--- src/hdl/osma_pkg.sv ---
// Package for the offset-scaled moving average block.
// Holds field widths, register indexes and the queue item type; no dependencies.
package osma_pkg;

   localparam int ADC_W     = 12;
   localparam int GAIN_W    = 16;
   localparam int CUR_W     = 28;
   localparam int CSR_IDX_W = 8;
   localparam int CSR_DAT_W = 16;
   localparam int DEPTH_DEF = 16;
   localparam int FILL_W_DEF = $clog2(DEPTH_DEF + 1);

   localparam logic [CSR_IDX_W-1:0] REG_ZERO_OFFSET = CSR_IDX_W'(0);
   localparam logic [CSR_IDX_W-1:0] REG_GAIN        = CSR_IDX_W'(1);

   typedef struct packed {
      logic             valid;
      logic [CUR_W-1:0] current;
   } cur_item_type;

endpackage

--- src/hdl/osma_ifaces.sv ---
// Channel interfaces for the offset-scaled moving average block.
// Depends on osma_pkg for field widths.
interface osma_req_if;
   import osma_pkg::*;
   logic             valid;
   logic             ready;
   logic [ADC_W-1:0] adc_sample;
   modport source (output valid, output adc_sample, input ready);
   modport sink   (input valid, input adc_sample, output ready);
endinterface

interface osma_rsp_if #(
   parameter int FILL_W = osma_pkg::FILL_W_DEF
);
   import osma_pkg::*;
   logic              valid;
   logic              ready;
   logic [CUR_W-1:0]  sample_current;
   logic [CUR_W-1:0]  average_current;
   logic [FILL_W-1:0] fill_count;
   modport source (output valid, output sample_current, output average_current,
                   output fill_count, input ready);
   modport sink   (input valid, input sample_current, input average_current,
                   input fill_count, output ready);
endinterface

interface osma_csr_if;
   import osma_pkg::*;
   logic                 valid;
   logic                 ready;
   logic [CSR_IDX_W-1:0] index;
   logic [CSR_DAT_W-1:0] wdata;
   modport source (output valid, output index, output wdata, input ready);
   modport sink   (input valid, input index, input wdata, output ready);
endinterface

--- src/hdl/offset_scaled_moving_average_core.sv ---
// Top level of the offset-scaled moving average block.
// Depends on osma_pkg, the channel interfaces, osma_front, osma_queue and osma_back.
//
// Usage:
//   req_ch  : one raw 12-bit ADC sample per transaction (valid/ready).
//   rsp_ch  : one result per sample: the clamped current (Q16 amps), the
//             truncated mean of the stored currents and the fill count.
//   csr_ch  : register writes, index 0 = zero offset, index 1 = gain; always
//             ready, other indexes are ignored. Write only while idle.
// Timing:
//   The front end scales a sample in the cycle it is accepted and parks it in
//   a two-entry queue. The back end pops it, reads the ring entry about to be
//   overwritten (registered RAM read), updates the running total, then
//   divides by the fill count one quotient bit per cycle. The total is
//   28 + log2(DEPTH) bits wide (32 at DEPTH 16). The back end pops the next
//   sample only after the previous result has been taken from rsp_ch.
// Reset: synchronous, clears the registers, ring pointer, fill count, total
//   and queue; ring contents are not cleared and no clearing pass runs.
// Stall: a result holds on rsp_ch until taken; meanwhile up to two samples
//   are still accepted into the queue before req_ch.ready drops.
module offset_scaled_moving_average_core #(
   parameter int DEPTH = osma_pkg::DEPTH_DEF
) (
   input  logic       clock,
   input  logic       reset,
   osma_req_if.sink   req_ch,
   osma_rsp_if.source rsp_ch,
   osma_csr_if.sink   csr_ch
);
   import osma_pkg::*;

   cur_item_type push;
   cur_item_type head;
   logic         q_full;
   logic         pop;

   // Accept and scale samples, hold configuration.
   osma_front u_front (
      .clock  (clock),
      .reset  (reset),
      .req_ch (req_ch),
      .csr_ch (csr_ch),
      .q_full (q_full),
      .push   (push)
   );

   // Decouple the front end from the slow averaging path.
   osma_queue u_queue (
      .clock (clock),
      .reset (reset),
      .push  (push),
      .full  (q_full),
      .pop   (pop),
      .head  (head)
   );

   // Store, total, divide and present the result.
   osma_back #(.DEPTH(DEPTH)) u_back (
      .clock  (clock),
      .reset  (reset),
      .head   (head),
      .pop    (pop),
      .rsp_ch (rsp_ch)
   );
endmodule

--- src/hdl/osma_ram.sv ---
// Generic single-write, single-read RAM with registered read data.
// No dependencies.
module osma_ram #(
   parameter int WIDTH = 8,
   parameter int DEPTH = 16
) (
   input  logic                     clock,
   input  logic                     wr_en,
   input  logic [$clog2(DEPTH)-1:0] wr_addr,
   input  logic [WIDTH-1:0]         wr_data,
   input  logic                     rd_en,
   input  logic [$clog2(DEPTH)-1:0] rd_addr,
   output logic [WIDTH-1:0]         rd_data
);
   logic [WIDTH-1:0] mem [DEPTH];
   logic [WIDTH-1:0] rd_data_ff;

   always_ff @(posedge clock) begin
      if (wr_en) begin
         mem[wr_addr] <= wr_data;
      end
      if (rd_en) begin
         rd_data_ff <= mem[rd_addr];
      end
   end

   assign rd_data = rd_data_ff;
endmodule

--- src/hdl/osma_front.sv ---
// Front end: configuration registers, sample acceptance, offset and gain scaling.
// Depends on osma_pkg and the channel interfaces.
module osma_front (
   input  logic                  clock,
   input  logic                  reset,
   osma_req_if.sink              req_ch,
   osma_csr_if.sink              csr_ch,
   input  logic                  q_full,
   output osma_pkg::cur_item_type push
);
   import osma_pkg::*;

   logic [ADC_W-1:0]  zero_offset_ff, zero_offset_in;
   logic [GAIN_W-1:0] gain_ff, gain_in;
   logic [ADC_W-1:0]  diff;
   logic [CUR_W-1:0]  current;

   assign csr_ch.ready = 1'b1;

   always_comb begin
      zero_offset_in = zero_offset_ff;
      gain_in        = gain_ff;
      if (csr_ch.valid) begin
         unique case (csr_ch.index)
            REG_ZERO_OFFSET: zero_offset_in = csr_ch.wdata[ADC_W-1:0];
            REG_GAIN:        gain_in        = csr_ch.wdata[GAIN_W-1:0];
            default: ;
         endcase
      end
   end

   always_ff @(posedge clock) begin
      if (reset) begin
         zero_offset_ff <= '0;
         gain_ff        <= '0;
      end else begin
         zero_offset_ff <= zero_offset_in;
         gain_ff        <= gain_in;
      end
   end

   // Clamp at or below the offset to zero; the product is exact in 28 bits.
   always_comb begin
      diff    = req_ch.adc_sample - zero_offset_ff;
      current = '0;
      if (req_ch.adc_sample > zero_offset_ff) begin
         current = CUR_W'(diff) * CUR_W'(gain_ff);
      end
   end

   assign req_ch.ready = !q_full;
   assign push.valid   = req_ch.valid && !q_full;
   assign push.current = current;
endmodule

--- src/hdl/osma_queue.sv ---
// Two-entry queue between the front end and the averaging back end.
// Depends on osma_pkg for the item type.
module osma_queue (
   input  logic                   clock,
   input  logic                   reset,
   input  osma_pkg::cur_item_type push,
   output logic                   full,
   input  logic                   pop,
   output osma_pkg::cur_item_type head
);
   import osma_pkg::*;

   logic [CUR_W-1:0] entry_ff [2];
   logic             wr_ptr_ff, wr_ptr_in;
   logic             rd_ptr_ff, rd_ptr_in;
   logic [1:0]       count_ff, count_in;
   logic             do_push, do_pop;

   assign full         = (count_ff == 2'd2);
   assign do_push      = push.valid && !full;
   assign do_pop       = pop && (count_ff != 2'd0);
   assign head.valid   = (count_ff != 2'd0);
   assign head.current = entry_ff[rd_ptr_ff];

   always_comb begin
      wr_ptr_in = do_push ? !wr_ptr_ff : wr_ptr_ff;
      rd_ptr_in = do_pop ? !rd_ptr_ff : rd_ptr_ff;
      count_in  = count_ff + 2'(do_push) - 2'(do_pop);
   end

   always_ff @(posedge clock) begin
      if (reset) begin
         wr_ptr_ff <= 1'b0;
         rd_ptr_ff <= 1'b0;
         count_ff  <= '0;
      end else begin
         wr_ptr_ff <= wr_ptr_in;
         rd_ptr_ff <= rd_ptr_in;
         count_ff  <= count_in;
      end
   end

   always_ff @(posedge clock) begin
      if (do_push) begin
         entry_ff[wr_ptr_ff] <= push.current;
      end
   end
endmodule

--- src/hdl/osma_back.sv ---
// Back end: ring store, running total, serial divider and result register.
// Depends on osma_pkg, osma_ram and the response interface.
module osma_back #(
   parameter int DEPTH = osma_pkg::DEPTH_DEF
) (
   input  logic                   clock,
   input  logic                   reset,
   input  osma_pkg::cur_item_type head,
   output logic                   pop,
   osma_rsp_if.source             rsp_ch
);
   import osma_pkg::*;

   localparam int AW     = $clog2(DEPTH);
   localparam int FILL_W = $clog2(DEPTH + 1);
   localparam int TW     = CUR_W + $clog2(DEPTH);
   localparam int SW     = $clog2(TW);

   localparam logic [1:0] ST_IDLE = 2'd0;
   localparam logic [1:0] ST_READ = 2'd1;
   localparam logic [1:0] ST_DIV  = 2'd2;
   localparam logic [1:0] ST_OUT  = 2'd3;

   logic [1:0]        state_ff, state_in;
   logic [AW-1:0]     wp_ff, wp_in;
   logic [FILL_W-1:0] count_ff, count_in;
   logic [TW-1:0]     total_ff, total_in;
   logic [CUR_W-1:0]  cur_ff, cur_in;
   logic [TW-1:0]     dq_ff, dq_in;
   logic [FILL_W-1:0] rem_ff, rem_in;
   logic [SW-1:0]     step_ff, step_in;
   logic [CUR_W-1:0]  old_cur;
   logic              full;
   logic [FILL_W:0]   trial;
   logic              qbit;

   osma_ram #(.WIDTH(CUR_W), .DEPTH(DEPTH)) u_ring (
      .clock   (clock),
      .wr_en   (state_ff == ST_READ),
      .wr_addr (wp_ff),
      .wr_data (cur_ff),
      .rd_en   (pop),
      .rd_addr (wp_ff),
      .rd_data (old_cur)
   );

   assign full  = (count_ff == FILL_W'(DEPTH));
   assign pop   = (state_ff == ST_IDLE) && head.valid;
   assign trial = {rem_ff, dq_ff[TW-1]};
   assign qbit  = (trial >= {1'b0, count_ff});

   always_comb begin
      state_in = state_ff;
      wp_in    = wp_ff;
      count_in = count_ff;
      total_in = total_ff;
      cur_in   = cur_ff;
      dq_in    = dq_ff;
      rem_in   = rem_ff;
      step_in  = step_ff;
      unique case (state_ff)
         ST_IDLE: begin
            if (head.valid) begin
               cur_in   = head.current;
               state_in = ST_READ;
            end
         end
         ST_READ: begin
            // Drop the overwritten entry once the ring is full, then add the new one.
            total_in = total_ff - (full ? TW'(old_cur) : '0) + TW'(cur_ff);
            wp_in    = (wp_ff == AW'(DEPTH - 1)) ? '0 : wp_ff + 1'b1;
            if (!full) begin
               count_in = count_ff + 1'b1;
            end
            dq_in    = total_in;
            rem_in   = '0;
            step_in  = '0;
            state_in = ST_DIV;
         end
         ST_DIV: begin
            rem_in  = qbit ? FILL_W'(trial - {1'b0, count_ff}) : trial[FILL_W-1:0];
            dq_in   = {dq_ff[TW-2:0], qbit};
            step_in = step_ff + 1'b1;
            if (step_ff == SW'(TW - 1)) begin
               state_in = ST_OUT;
            end
         end
         ST_OUT: begin
            if (rsp_ch.ready) begin
               state_in = ST_IDLE;
            end
         end
         default: state_in = ST_IDLE;
      endcase
   end

   always_ff @(posedge clock) begin
      if (reset) begin
         state_ff <= ST_IDLE;
         wp_ff    <= '0;
         count_ff <= '0;
         total_ff <= '0;
      end else begin
         state_ff <= state_in;
         wp_ff    <= wp_in;
         count_ff <= count_in;
         total_ff <= total_in;
      end
   end

   always_ff @(posedge clock) begin
      cur_ff  <= cur_in;
      dq_ff   <= dq_in;
      rem_ff  <= rem_in;
      step_ff <= step_in;
   end

   assign rsp_ch.valid           = (state_ff == ST_OUT);
   assign rsp_ch.sample_current  = cur_ff;
   assign rsp_ch.average_current = dq_ff[CUR_W-1:0];
   assign rsp_ch.fill_count      = count_ff;
endmodule

--- src/flat_wrapper.sv ---
// flat-port wrapper written by rule: the top's interface ports become plain ports
module offset_scaled_moving_average_core_flat import osma_pkg::*;
#(
   parameter int DEPTH = osma_pkg::DEPTH_DEF
)
  (clock, reset, req_ch_valid, req_ch_adc_sample, req_ch_ready, rsp_ch_valid, rsp_ch_sample_current, rsp_ch_average_current, rsp_ch_fill_count, rsp_ch_ready, csr_ch_valid, csr_ch_index, csr_ch_wdata, csr_ch_ready);
  osma_req_if req_ch_i ();
  osma_rsp_if rsp_ch_i ();
  osma_csr_if csr_ch_i ();
  input  logic clock;
  input  logic reset;
  input wire logic [$bits(req_ch_i.valid)-1:0] req_ch_valid;
  input wire logic [$bits(req_ch_i.adc_sample)-1:0] req_ch_adc_sample;
  output wire logic [$bits(req_ch_i.ready)-1:0] req_ch_ready;
  output wire logic [$bits(rsp_ch_i.valid)-1:0] rsp_ch_valid;
  output wire logic [$bits(rsp_ch_i.sample_current)-1:0] rsp_ch_sample_current;
  output wire logic [$bits(rsp_ch_i.average_current)-1:0] rsp_ch_average_current;
  output wire logic [$bits(rsp_ch_i.fill_count)-1:0] rsp_ch_fill_count;
  input wire logic [$bits(rsp_ch_i.ready)-1:0] rsp_ch_ready;
  input wire logic [$bits(csr_ch_i.valid)-1:0] csr_ch_valid;
  input wire logic [$bits(csr_ch_i.index)-1:0] csr_ch_index;
  input wire logic [$bits(csr_ch_i.wdata)-1:0] csr_ch_wdata;
  output wire logic [$bits(csr_ch_i.ready)-1:0] csr_ch_ready;
  assign req_ch_i.valid = req_ch_valid;
  assign req_ch_i.adc_sample = req_ch_adc_sample;
  assign req_ch_ready = req_ch_i.ready;
  assign rsp_ch_valid = rsp_ch_i.valid;
  assign rsp_ch_sample_current = rsp_ch_i.sample_current;
  assign rsp_ch_average_current = rsp_ch_i.average_current;
  assign rsp_ch_fill_count = rsp_ch_i.fill_count;
  assign rsp_ch_i.ready = rsp_ch_ready;
  assign csr_ch_i.valid = csr_ch_valid;
  assign csr_ch_i.index = csr_ch_index;
  assign csr_ch_i.wdata = csr_ch_wdata;
  assign csr_ch_ready = csr_ch_i.ready;
  offset_scaled_moving_average_core #(.DEPTH(DEPTH)) u_core (.clock(clock), .reset(reset), .req_ch(req_ch_i), .rsp_ch(rsp_ch_i), .csr_ch(csr_ch_i));
endmodule
--- config.mk ---
export PLATFORM = sky130hd
export DESIGN_NAME = offset_scaled_moving_average_core_flat
export DESIGN_NICKNAME = d
export VERILOG_FILES = /design/src/hdl/osma_pkg.sv /design/src/hdl/osma_ifaces.sv /design/src/hdl/offset_scaled_moving_average_core.sv /design/src/hdl/osma_ram.sv /design/src/hdl/osma_front.sv /design/src/hdl/osma_queue.sv /design/src/hdl/osma_back.sv /design/src/flat_wrapper.sv
export SDC_FILE = /design/constraint.sdc
export NUM_CORES = 1
export LEC_CHECK = 0
export BUFFER_PORTS_ARGS = -buffer_cell sky130_fd_sc_hd__buf_2
export CORE_MARGIN = 2
export CORE_UTILIZATION = 45
export CTS_BUF_LIST = sky130_fd_sc_hd__clkbuf_4
export DETAILED_ROUTE_END_ITERATION = 10
export PLACE_DENSITY = 0.58
export SLEW_MARGIN = 20
export SYNTH_ARGS = -nofsm -noshare
export SYNTH_HDL_FRONTEND = slang
export SYNTH_SLANG_ARGS = --single-unit
--- constraint.sdc ---
create_clock -name clock -period 10.65 [get_ports clock]
set_input_delay 2.13 -clock clock [delete_from_list [all_inputs] [get_ports clock]]
set_output_delay 2.13 -clock clock [all_outputs]
set_load 0.03 [all_outputs]
### After elaboration in Yosys (flattened, before gate mapping)

Memory sizes are Yosys's and may differ from the RTL's. A register that Yosys moved wholly into a read port is not among the register bits.
Index checks and enable logic that the tools add are counted.

* register bits: 117
* memory bits (writable): 504
* bits of input ports: 41
* word-level logic and storage cells: 69
* memories kept: 2

Memory list
* u_core.u_back.u_ring.mem: depth 16, width 28, read ports 1, clocked after memory_dff 1, write ports 1, line osma_ram.sv:15 `logic [WIDTH-1:0] mem [DEPTH];`
* u_core.u_queue.entry_ff: depth 2, width 28, read ports 1, clocked after memory_dff 1, write ports 1, line osma_queue.sv:13 `logic [CUR_W-1:0] entry_ff [2];`

* add/sub/neg operators: 9
* multipliers: 1
* magnitude comparators: 2
* eq/ne operators: 11
* multiplexer cells: 15
* bitwise operators: 1
* reduce and logical (&&, ||, !) cells: 16

Operators by type and width (number)
* one-hot mux 32 bit (2 select lines): 1
* 2-to-1 mux 28 bit: 2
* adder 32 x 28 -> 32 bit: 1
* subtractor 32 x 28 -> 32 bit: 1
* multiplier 12 x 16 -> 28 bit: 1
* one-hot mux 5 bit (2 select lines): 2
* greater-than comparator 12 bit: 1
* subtractor 12 bit: 1
* adder 5 x 1 -> 5 bit (second input constant): 2
* == test 5 bit (second input constant): 2
* == test 8 x 1 -> 1 bit (second input constant): 1
* zero test 8 bit: 1
* one-hot mux 2 bit (4 select lines): 1
* AND reduction 2 bit: 4
* == test 2 bit (second input constant): 3
* greater-or-equal comparator 6 x 5 -> 1 bit: 1
* 2-to-1 mux 2 bit: 3
* 2-to-1 mux 5 bit: 1
* subtractor 5 bit: 1
* adder 4 x 1 -> 4 bit (second input constant): 1
* == test 4 bit (second input constant): 1
* logical AND 1 bit: 4
* 2-to-1 mux 1 bit: 4
* 2-to-1 mux 4 bit: 1
* other kinds (10): 14

### Depth between registers and ports, before layout

Gate-level depths: netlist (run 1).

* depth in word-level cells: 6
* mapped depth: 31
* mapped depth without buffers: 30

### By module

A second synthesis (run 1) with hierarchy kept.

* cells, all modules: 2705
* area, all modules: 36196.0 µm²

By module, submodules not included
* osma_ram: times used 1, cells an instance 735, area an instance 17814.6 µm², sequential area each 14293.7 µm²
* osma_front: times used 1, cells an instance 1007, area an instance 8290.5 µm², sequential area each 560.5 µm²
* osma_back: times used 1, cells an instance 850, area an instance 7831.3 µm², sequential area each 2962.8 µm²
* osma_queue: times used 1, cells an instance 113, area an instance 2259.7 µm², sequential area each 1781.7 µm²

### Least setup slack after synthesis (run 1)

No wires, ideal clock.

* kind: input-to-reg
* start: input req_ch_adc_sample[0]
* end: memory u_core.u_queue.entry_ff[0][25], data pin
* library setup time: 140 ps
* arrival time: 8460 ps
* required time: 10510 ps
* slack: 2050 ps
* stages: 28
* path buffers: 1
* cells stage by stage: inv_1 ha_1 inv_1 fa_1 a21oi_1 nor2b_1 o31ai_1 nor2b_1 xnor2_1 clkbuf_1 nand2_1 fa_1 inv_1 fa_1 fa_1 fa_1 inv_1 fa_1 inv_1 ha_1 a21o_1 a21o_1 a21oi_1 o22ai_1 a211oi_1 nor2_1 or4_1 nand3_1

RTL lines
* start: declaration: line flat_wrapper.sv:13 `input wire logic [$bits(req_ch_i.adc_sample)-1:0] req_ch_adc_sample;`
* end: declaration: line osma_queue.sv:13

==> results of run 1 <==
-- kinds of logic after synthesis --
family          synth area share
compound gates           0.04933
buf+inv                  0.05515
fa+ha+maj                 0.1401
simple gates             0.08352
mux                       0.1122
xor+xnor                 0.01415
other cells            0.0001045
flops                     0.5455
-- power by group --
group / total (mW) / internal (mW) / switching, mW / leakage, nW
Sequential: 4.07 / 3.66 / 0.414 / 6.13
Clock: 2.33 / 1.26 / 1.07 / 1.42
Combinational: 3.85 / 1.54 / 2.31 / 7.67
-- per-stage QoR --
stage               power (mW)  utilization
finish                   10.26       0.5028
global route             10.96       0.5028
CTS                      10.39       0.5026
detailed placement       8.003       0.4725
global placement         7.919       0.4724
floorplan                6.996            -
-- how the worst max path moves through the flow --
stage,to,slack [ns],cells after the start
final,u_core.u_queue.entry_ff[0][25]$_DFFE_PP_,2.08,30
after global routing,u_core.u_queue.entry_ff[0][25]$_DFFE_PP_,1.68,30
after CTS,u_core.u_queue.entry_ff[0][25]$_DFFE_PP_,2.01,26
after detailed placement,u_core.u_queue.entry_ff[1][25]$_DFFE_PP_,1.0,26
after global placement,u_core.u_queue.entry_ff[0][25]$_DFFE_PP_,1.11,28
after floorplan,u_core.u_queue.entry_ff[0][25]$_DFFE_PP_,2.05,28
-- worst max-delay path, delay by kind of cell --
| kind | cells | cell delay (ns) |
|---|---|---|
| buffers and inverters | 6 | 0.51 |
| and+or+nand+nor | 6 | 1.08 |
| adders and majority gates | 8 | 3.30 |
| AOI/OAI and AO/OA | 10 | 2.31 |
-- synth_stat cells, types with 34 or more instances --
cell and count:
o21ai_0 49, edfxtp_1 602, nand2_1 190, inv_1 336, dfxtp_1 75, mux2i_1 49
fa_1 170, nor2_1 112, ha_1 130, mux4_2 140, a21oi_1 52, nand2b_1 34
and2_1 98, clkbuf_1 80, mux2_2 34
-- final cells by class --
cell class | count | area [sq um] | area share
antenna | 3 | 7.507 | 0.0001890
clock buffer | 264 | 1982 | 0.04989
clock inverter | 52 | 399.1 | 0.01005
inverter | 336 | 1261 | 0.03175
multi-input combinational | 1423 | 14370 | 0.3619
sequential | 677 | 19590 | 0.4931
tap | 1050 | 1314 | 0.03307
timing repair buffer | 140 | 795.8 | 0.02003
-- flip-flops by register name, indices dropped and copies added, names as in the netlist --
name	flops
u_core.u_back.rem_ff	5
u_core.u_queue.rd_ptr_ff	1
u_core.u_back.u_ring.rd_data	28
u_core.u_back.total_ff	32
u_core.u_front.zero_offset_ff	12
u_core.u_queue.entry_ff	56
u_core.u_back.rsp_ch.sample_current	28
u_core.u_queue.wr_ptr_ff	1
u_core.u_back.state_ff	2
u_core.u_front.gain_ff	16
u_core.u_back.u_ring.mem	448
u_core.u_back.wp_ff	4
u_core.u_back.step_ff	5
u_core.u_back.rsp_ch.fill_count	5
u_core.u_queue.count_ff	2
u_core.u_back.dq_ff	32
-- per-layer routing --
| layer | wire (um) | global-route usage | part of all wire |
|---|---|---|---|
| met3 | 3894 | 0.03935 | 0.049 |
| met1 | 33010 | 0.2460 | 0.42 |
| met4 | 1775 | 0.07487 | 0.022 |
| met2 | 40230 | 0.3474 | 0.51 |
| met5 | 11 | 0 | 0.00014 |
==> reports/metrics.cfg, run 1 <==
[sta]
finalWorstSetupSlack_ns=2.079
fin_crit_sh=0.8048
drv_slew=0
setup_viol=0
min_period_ns=8.571
finalClockSkew_ns=0.1199
holdWs_ns=0.4822
rsz0062_at_grt=false
max_freq_mhz=116.7
tns_ns=0
slew_headroom=0.2383
worst-slew-pin-transition_ns=1.143
hold_viol_final=0

[synth]
synth.net_count=2916
avgSynthCellArea_sq_um=13.94
synth-seq-cells=677
netlist_area_sq_um=35890
synthArstFlopShare=0
synth_warnings=0
yosys.area.top_type_share=0.5036
yosysTopAreaCell=edfxtp_1
synth.yosys.seq_area_share=0.5455
yosysUniqueCellTypes=89
synth_edf_count=602
ys.flop_type=edfxtp_1
netlist_instances=2575
synth.top_cells.by_area=edfxtp_1 (50%), fa_1 (9.5%), mux4_2 (8.8%)

[layout]
fin_cells=3945
syn_to_final_growth_pct=10.66
final_area_sq_um=39720
mostFrequentLayoutCells=edfxtp_1 (602), inv_1 (336), clkbuf_4 (264)
final_common_cell=edfxtp_1
drive_gt1_frac=0.2244
fill_cells=6883
nets=3096

[floorplan]
num_rows=103
chipHeight_um=286.4
die_x_um=286.4
io_pins=105
die_area_sq_um=82040
coreArea_sq_um=79000
initial_core_util=0.4544

[placed_design]
dp_hpwl_um=52920
gp_congestion=0.8408
placed_cells=3626
post-place-ws_ns=0.9990
dpl_cell_area_sq_um=37320
port_buffers=103

[min_path]
hold_path.startpoint=u_core.u_back.total_ff[23]$_SDFFE_PP0P_
hold_end=u_core.u_back.total_ff[23]$_SDFFE_PP0P_
hold_class=flop to flop
holdPathStages=2

[setup_path]
cp-start-kind=input port
crit_type=input port to flop
worstPathMaxFanout=16
worstSetupStartpoint=req_ch_adc_sample[0]
end_kind=flop
cp_common_cell=fa_1
rr_worst_depth=28
worst_path_largest_cell_delay_ns=0.52
r2r_slack_ns=3.03
arrival_ns=9.34
reg2reg_to=u_core.u_queue.entry_ff[0][25]$_DFFE_PP_
crit_slowest_cell=fa_1
r2r_start=u_core.u_front.zero_offset_ff[0]$_SDFFE_PP0P_
crit_required_ns=11.42

[pwr]
power.density_nw_per_um2=258.2
peakVddDrop_v=0.0001448
p_leak_nw=15.21

[grt]
grt_pass1_wl_um=126000
grt_pass1_vias=22630
antenna_found_initial=3
track_usage=0.1995
grt_max_degree=64
grt_overflow=0

[clocking]
h-tree-depth=4
ctsLongestPathBuffers=3
clk_latency_ns=1.03
cts_inserted_buffers=177
hold_buffers=0
cts_setup_buffers=0
root_buffer=clkbuf_4
cts_tree=yes
cts.reportedPaths.clkPinSlew_ns=0.07
cts_resized=0
cts_sinks=677

[route]
routed_wl_um=78920
drt_first_iter_violations=1274
via_per_inst=5.246
wl_per_cell_um=20.01
first_pass_iters=8
ant_nets=0
vias=20700
drc=0

[flow_run]
cap_violations=0

[run_status]
status=finished, final reports clean

No activity file was read; power rests on OpenSTA's default activity.
==> run 2: changes to the inputs <==
--- a/config.mk
+++ b/config.mk
@@ -5,6 +5,7 @@
 export SDC_FILE = /design/constraint.sdc
 export NUM_CORES = 1
 export LEC_CHECK = 0
+export ABC_AREA = 1
 export BUFFER_PORTS_ARGS = -buffer_cell sky130_fd_sc_hd__buf_2
 export CORE_MARGIN = 2
 export CORE_UTILIZATION = 45
==> constraint.sdc (replaced) <==
create_clock -name clock -period 8.2 [get_ports clock]
set_input_delay 1.64 -clock clock [delete_from_list [all_inputs] [get_ports clock]]
set_output_delay 1.64 -clock clock [all_outputs]
set_load 0.03 [all_outputs]
==> run 2 against run 1 <==
Net effect:
- routed wire length grew 20%
- sequential share of layout area shrank 0.66 points
- via count grew 26%
- first-iteration DRC count grew 51%
- core utilization shrank 0.22 points
- non-clock buffer count grew 13
- critical path type unchanged
- highest routed layer is now met4
==> reports/metrics.cfg, run 2 <==
[setup_path]
worstPathMaxFanout=10
crit_type=input port to flop
cp-start-kind=input port
crit_required_ns=8.91
cp_common_cell=nand2_1
worst_path_largest_cell_delay_ns=0.57
end_kind=flop
crit_slowest_cell=fa_1
arrival_ns=7.63

[layout]
syn_to_final_growth_pct=10.16
final_common_cell=nand2_1
mostFrequentLayoutCells=nand2_1 (765), edfxtp_1 (602), inv_1 (581)
drive_gt1_frac=0.1207
largest_reg_flops=448
nets=4214
final_area_sq_um=40250
largest_register=u_core.u_back.u_ring.mem
fin_cells=5054
largestRegisters=u_core.u_back.u_ring.mem (448), u_core.u_queue.entry_ff (56)

[floorplan]
die_x_um=289.0
io_pins=105
num_rows=104
die_area_sq_um=83500
chipHeight_um=289.0
coreArea_sq_um=80420
initial_core_util=0.4544

[grt]
grt_max_degree=90
grt_pass1_vias=25440
grt_pass1_wl_um=145400
antenna_found_initial=2
grt_overflow=0
track_usage=0.2303

[synth]
synth_compound_area_frac=0.08433
synth.net_count=4058
synth_top_family_by_area=simple AND/OR/NAND/NOR gates
synth-seq-cells=677
yosys.area.top_type_share=0.4947
netlist_area_sq_um=36540
synthArstFlopShare=0
synth_warnings=0
synth_xor_area_frac=0.008834
synth_edf_count=602
yosysTopAreaCell=edfxtp_1
synthAdderAreaFrac=0.1376
yosysMostFrequentCell=nand2_1
synth.top_cells.by_area=edfxtp_1 (49%), fa_1 (9.3%), nand2_1 (7.9%)
netlist_instances=3717
synth.yosys.seq_area_share=0.5358
avgSynthCellArea_sq_um=9.831
ys.flop_type=edfxtp_1
synth.area.mux_share=0
yosys-top-cells-count=nand2_1 (765), edfxtp_1 (602), inv_1 (582)
synth-simple-area-share=0.1497
yosysUniqueCellTypes=52

[placed_design]
dpl_cell_area_sq_um=38110
port_buffers=103
placed_cells=4755
gp_congestion=0.9319
post-place-ws_ns=0.3699
dp_hpwl_um=62080

[sta]
tns_ns=0
finalWorstSetupSlack_ns=1.281
fin_crit_sh=0.8438
max_freq_mhz=144.5
hold_viol_final=0
slew_headroom=0.2811
min_period_ns=6.919
setup_viol=0
rsz0062_at_grt=false
finalClockSkew_ns=0.07199
worst-slew-pin-transition_ns=1.076
drv_slew=0

[route]
drt_first_iter_violations=1921
vias=26070
first_pass_iters=6
via_per_inst=5.157
drc=0
wl_per_cell_um=18.73
routed_wl_um=94670
ant_nets=0

[pwr]
power.density_nw_per_um2=331.1
peakVddDrop_v=0.0002327
p_leak_nw=17.08

[clocking]
cts.reportedPaths.clkPinSlew_ns=0.06
cts_sinks=677
cts_setup_buffers=0
root_buffer=clkbuf_4
cts_inserted_buffers=176
ctsLongestPathBuffers=3
h-tree-depth=4
cts_tree=yes
clk_latency_ns=1.02
hold_buffers=0
cts_resized=0

[min_path]
hold_class=flop to flop

[run_status]
status=finished, final reports clean

[flow_run]
cap_violations=0

run 2: cell count changes in the layout (fill, tap and decap cells not counted), sizes merged, moves of 49 or more:
| cell | change |
|---|---|
| mux4 | -140 |
| mux2i | -49 |
| a21oi | +73 |
| nand2 | +580 |
| and2 | -97 |
| o22ai | +109 |
| nor2 | +331 |
| inv | +253 |
| o21ai | +242 |
run 2: through the flow:
stage | utilization | total power [mW] | hold WS [ns]
after floorplan | - | 8.897 | 0.4274
after global placement | 0.4736 | 10.60 | 0.4413
after detailed placement | 0.4739 | 10.64 | 0.4468
after CTS | 0.5005 | 13.47 | 0.4552
after global routing | 0.5006 | 14.36 | 0.4744
final | 0.5006 | 13.33 | 0.4535
run 2: power breakdown:
group	internal, mW	total [mW]	leakage [nW]	switching, mW
sequential	4.67	5.07	6.13	0.397
combinational	1.60	5.46	9.68	3.86
clock	1.42	2.80	1.27	1.38
run 2: kinds of logic after synthesis:
logic type | count (synthesis)
adder cells (fa/ha/maj) | 300
buffers and inverters | 766
AND/OR/NAND/NOR | 1367
AO/OA/AOI/OAI | 570
XOR/XNOR | 36
other | 1
flip-flops | 677
run 2: final timing paths:
kind	start	end	slack, ns	depth (start not counted)
worst max-delay path	req_ch_adc_sample[0]	u_core.u_queue.entry_ff[1][21]$_DFFE_PP_	1.28	30
worst min-delay path	u_core.u_front.zero_offset_ff[0]$_SDFFE_PP0P_	u_core.u_front.zero_offset_ff[0]$_SDFFE_PP0P_	0.45	2
worst max register to register	u_core.u_front.zero_offset_ff[0]$_SDFFE_PP0P_	u_core.u_queue.entry_ff[1][21]$_DFFE_PP_	1.78	28
worst min register to register	u_core.u_front.zero_offset_ff[0]$_SDFFE_PP0P_	u_core.u_front.zero_offset_ff[0]$_SDFFE_PP0P_	0.45	2
run 2: layer usage:
layer,track usage,wire length [um],share of wire,up-vias
li1,-,-,-,12540
met1,0.3095,41540,0.44,12620
met2,0.3741,44990,0.48,726
met3,0.03937,5229,0.055,180
met4,0.09034,2915,0.031,0
met5,0,0,0,-
run 2: final cells by class:
| type | count | area (sq um) |
|---|---|---|
| Inverter | 591 | 2226 |
| Antenna cell | 1 | 2.502 |
| Tap cell | 1060 | 1326 |
| Multi-Input combinational cell | 2274 | 14070 |
| Clock inverter | 44 | 229.0 |
| Timing Repair Buffer | 153 | 910.9 |
| Sequential cell | 677 | 19590 |
| Fill cell | 7527 | 40160 |
| Clock buffer | 254 | 1907 |
run 2: worst max-delay path, delay by kind of cell:
kind / cells / cell delay, ns
compound gates: 3 / 0.70
fa+ha+maj: 8 / 3.40
buf+inv: 7 / 0.60
simple gates: 12 / 1.26
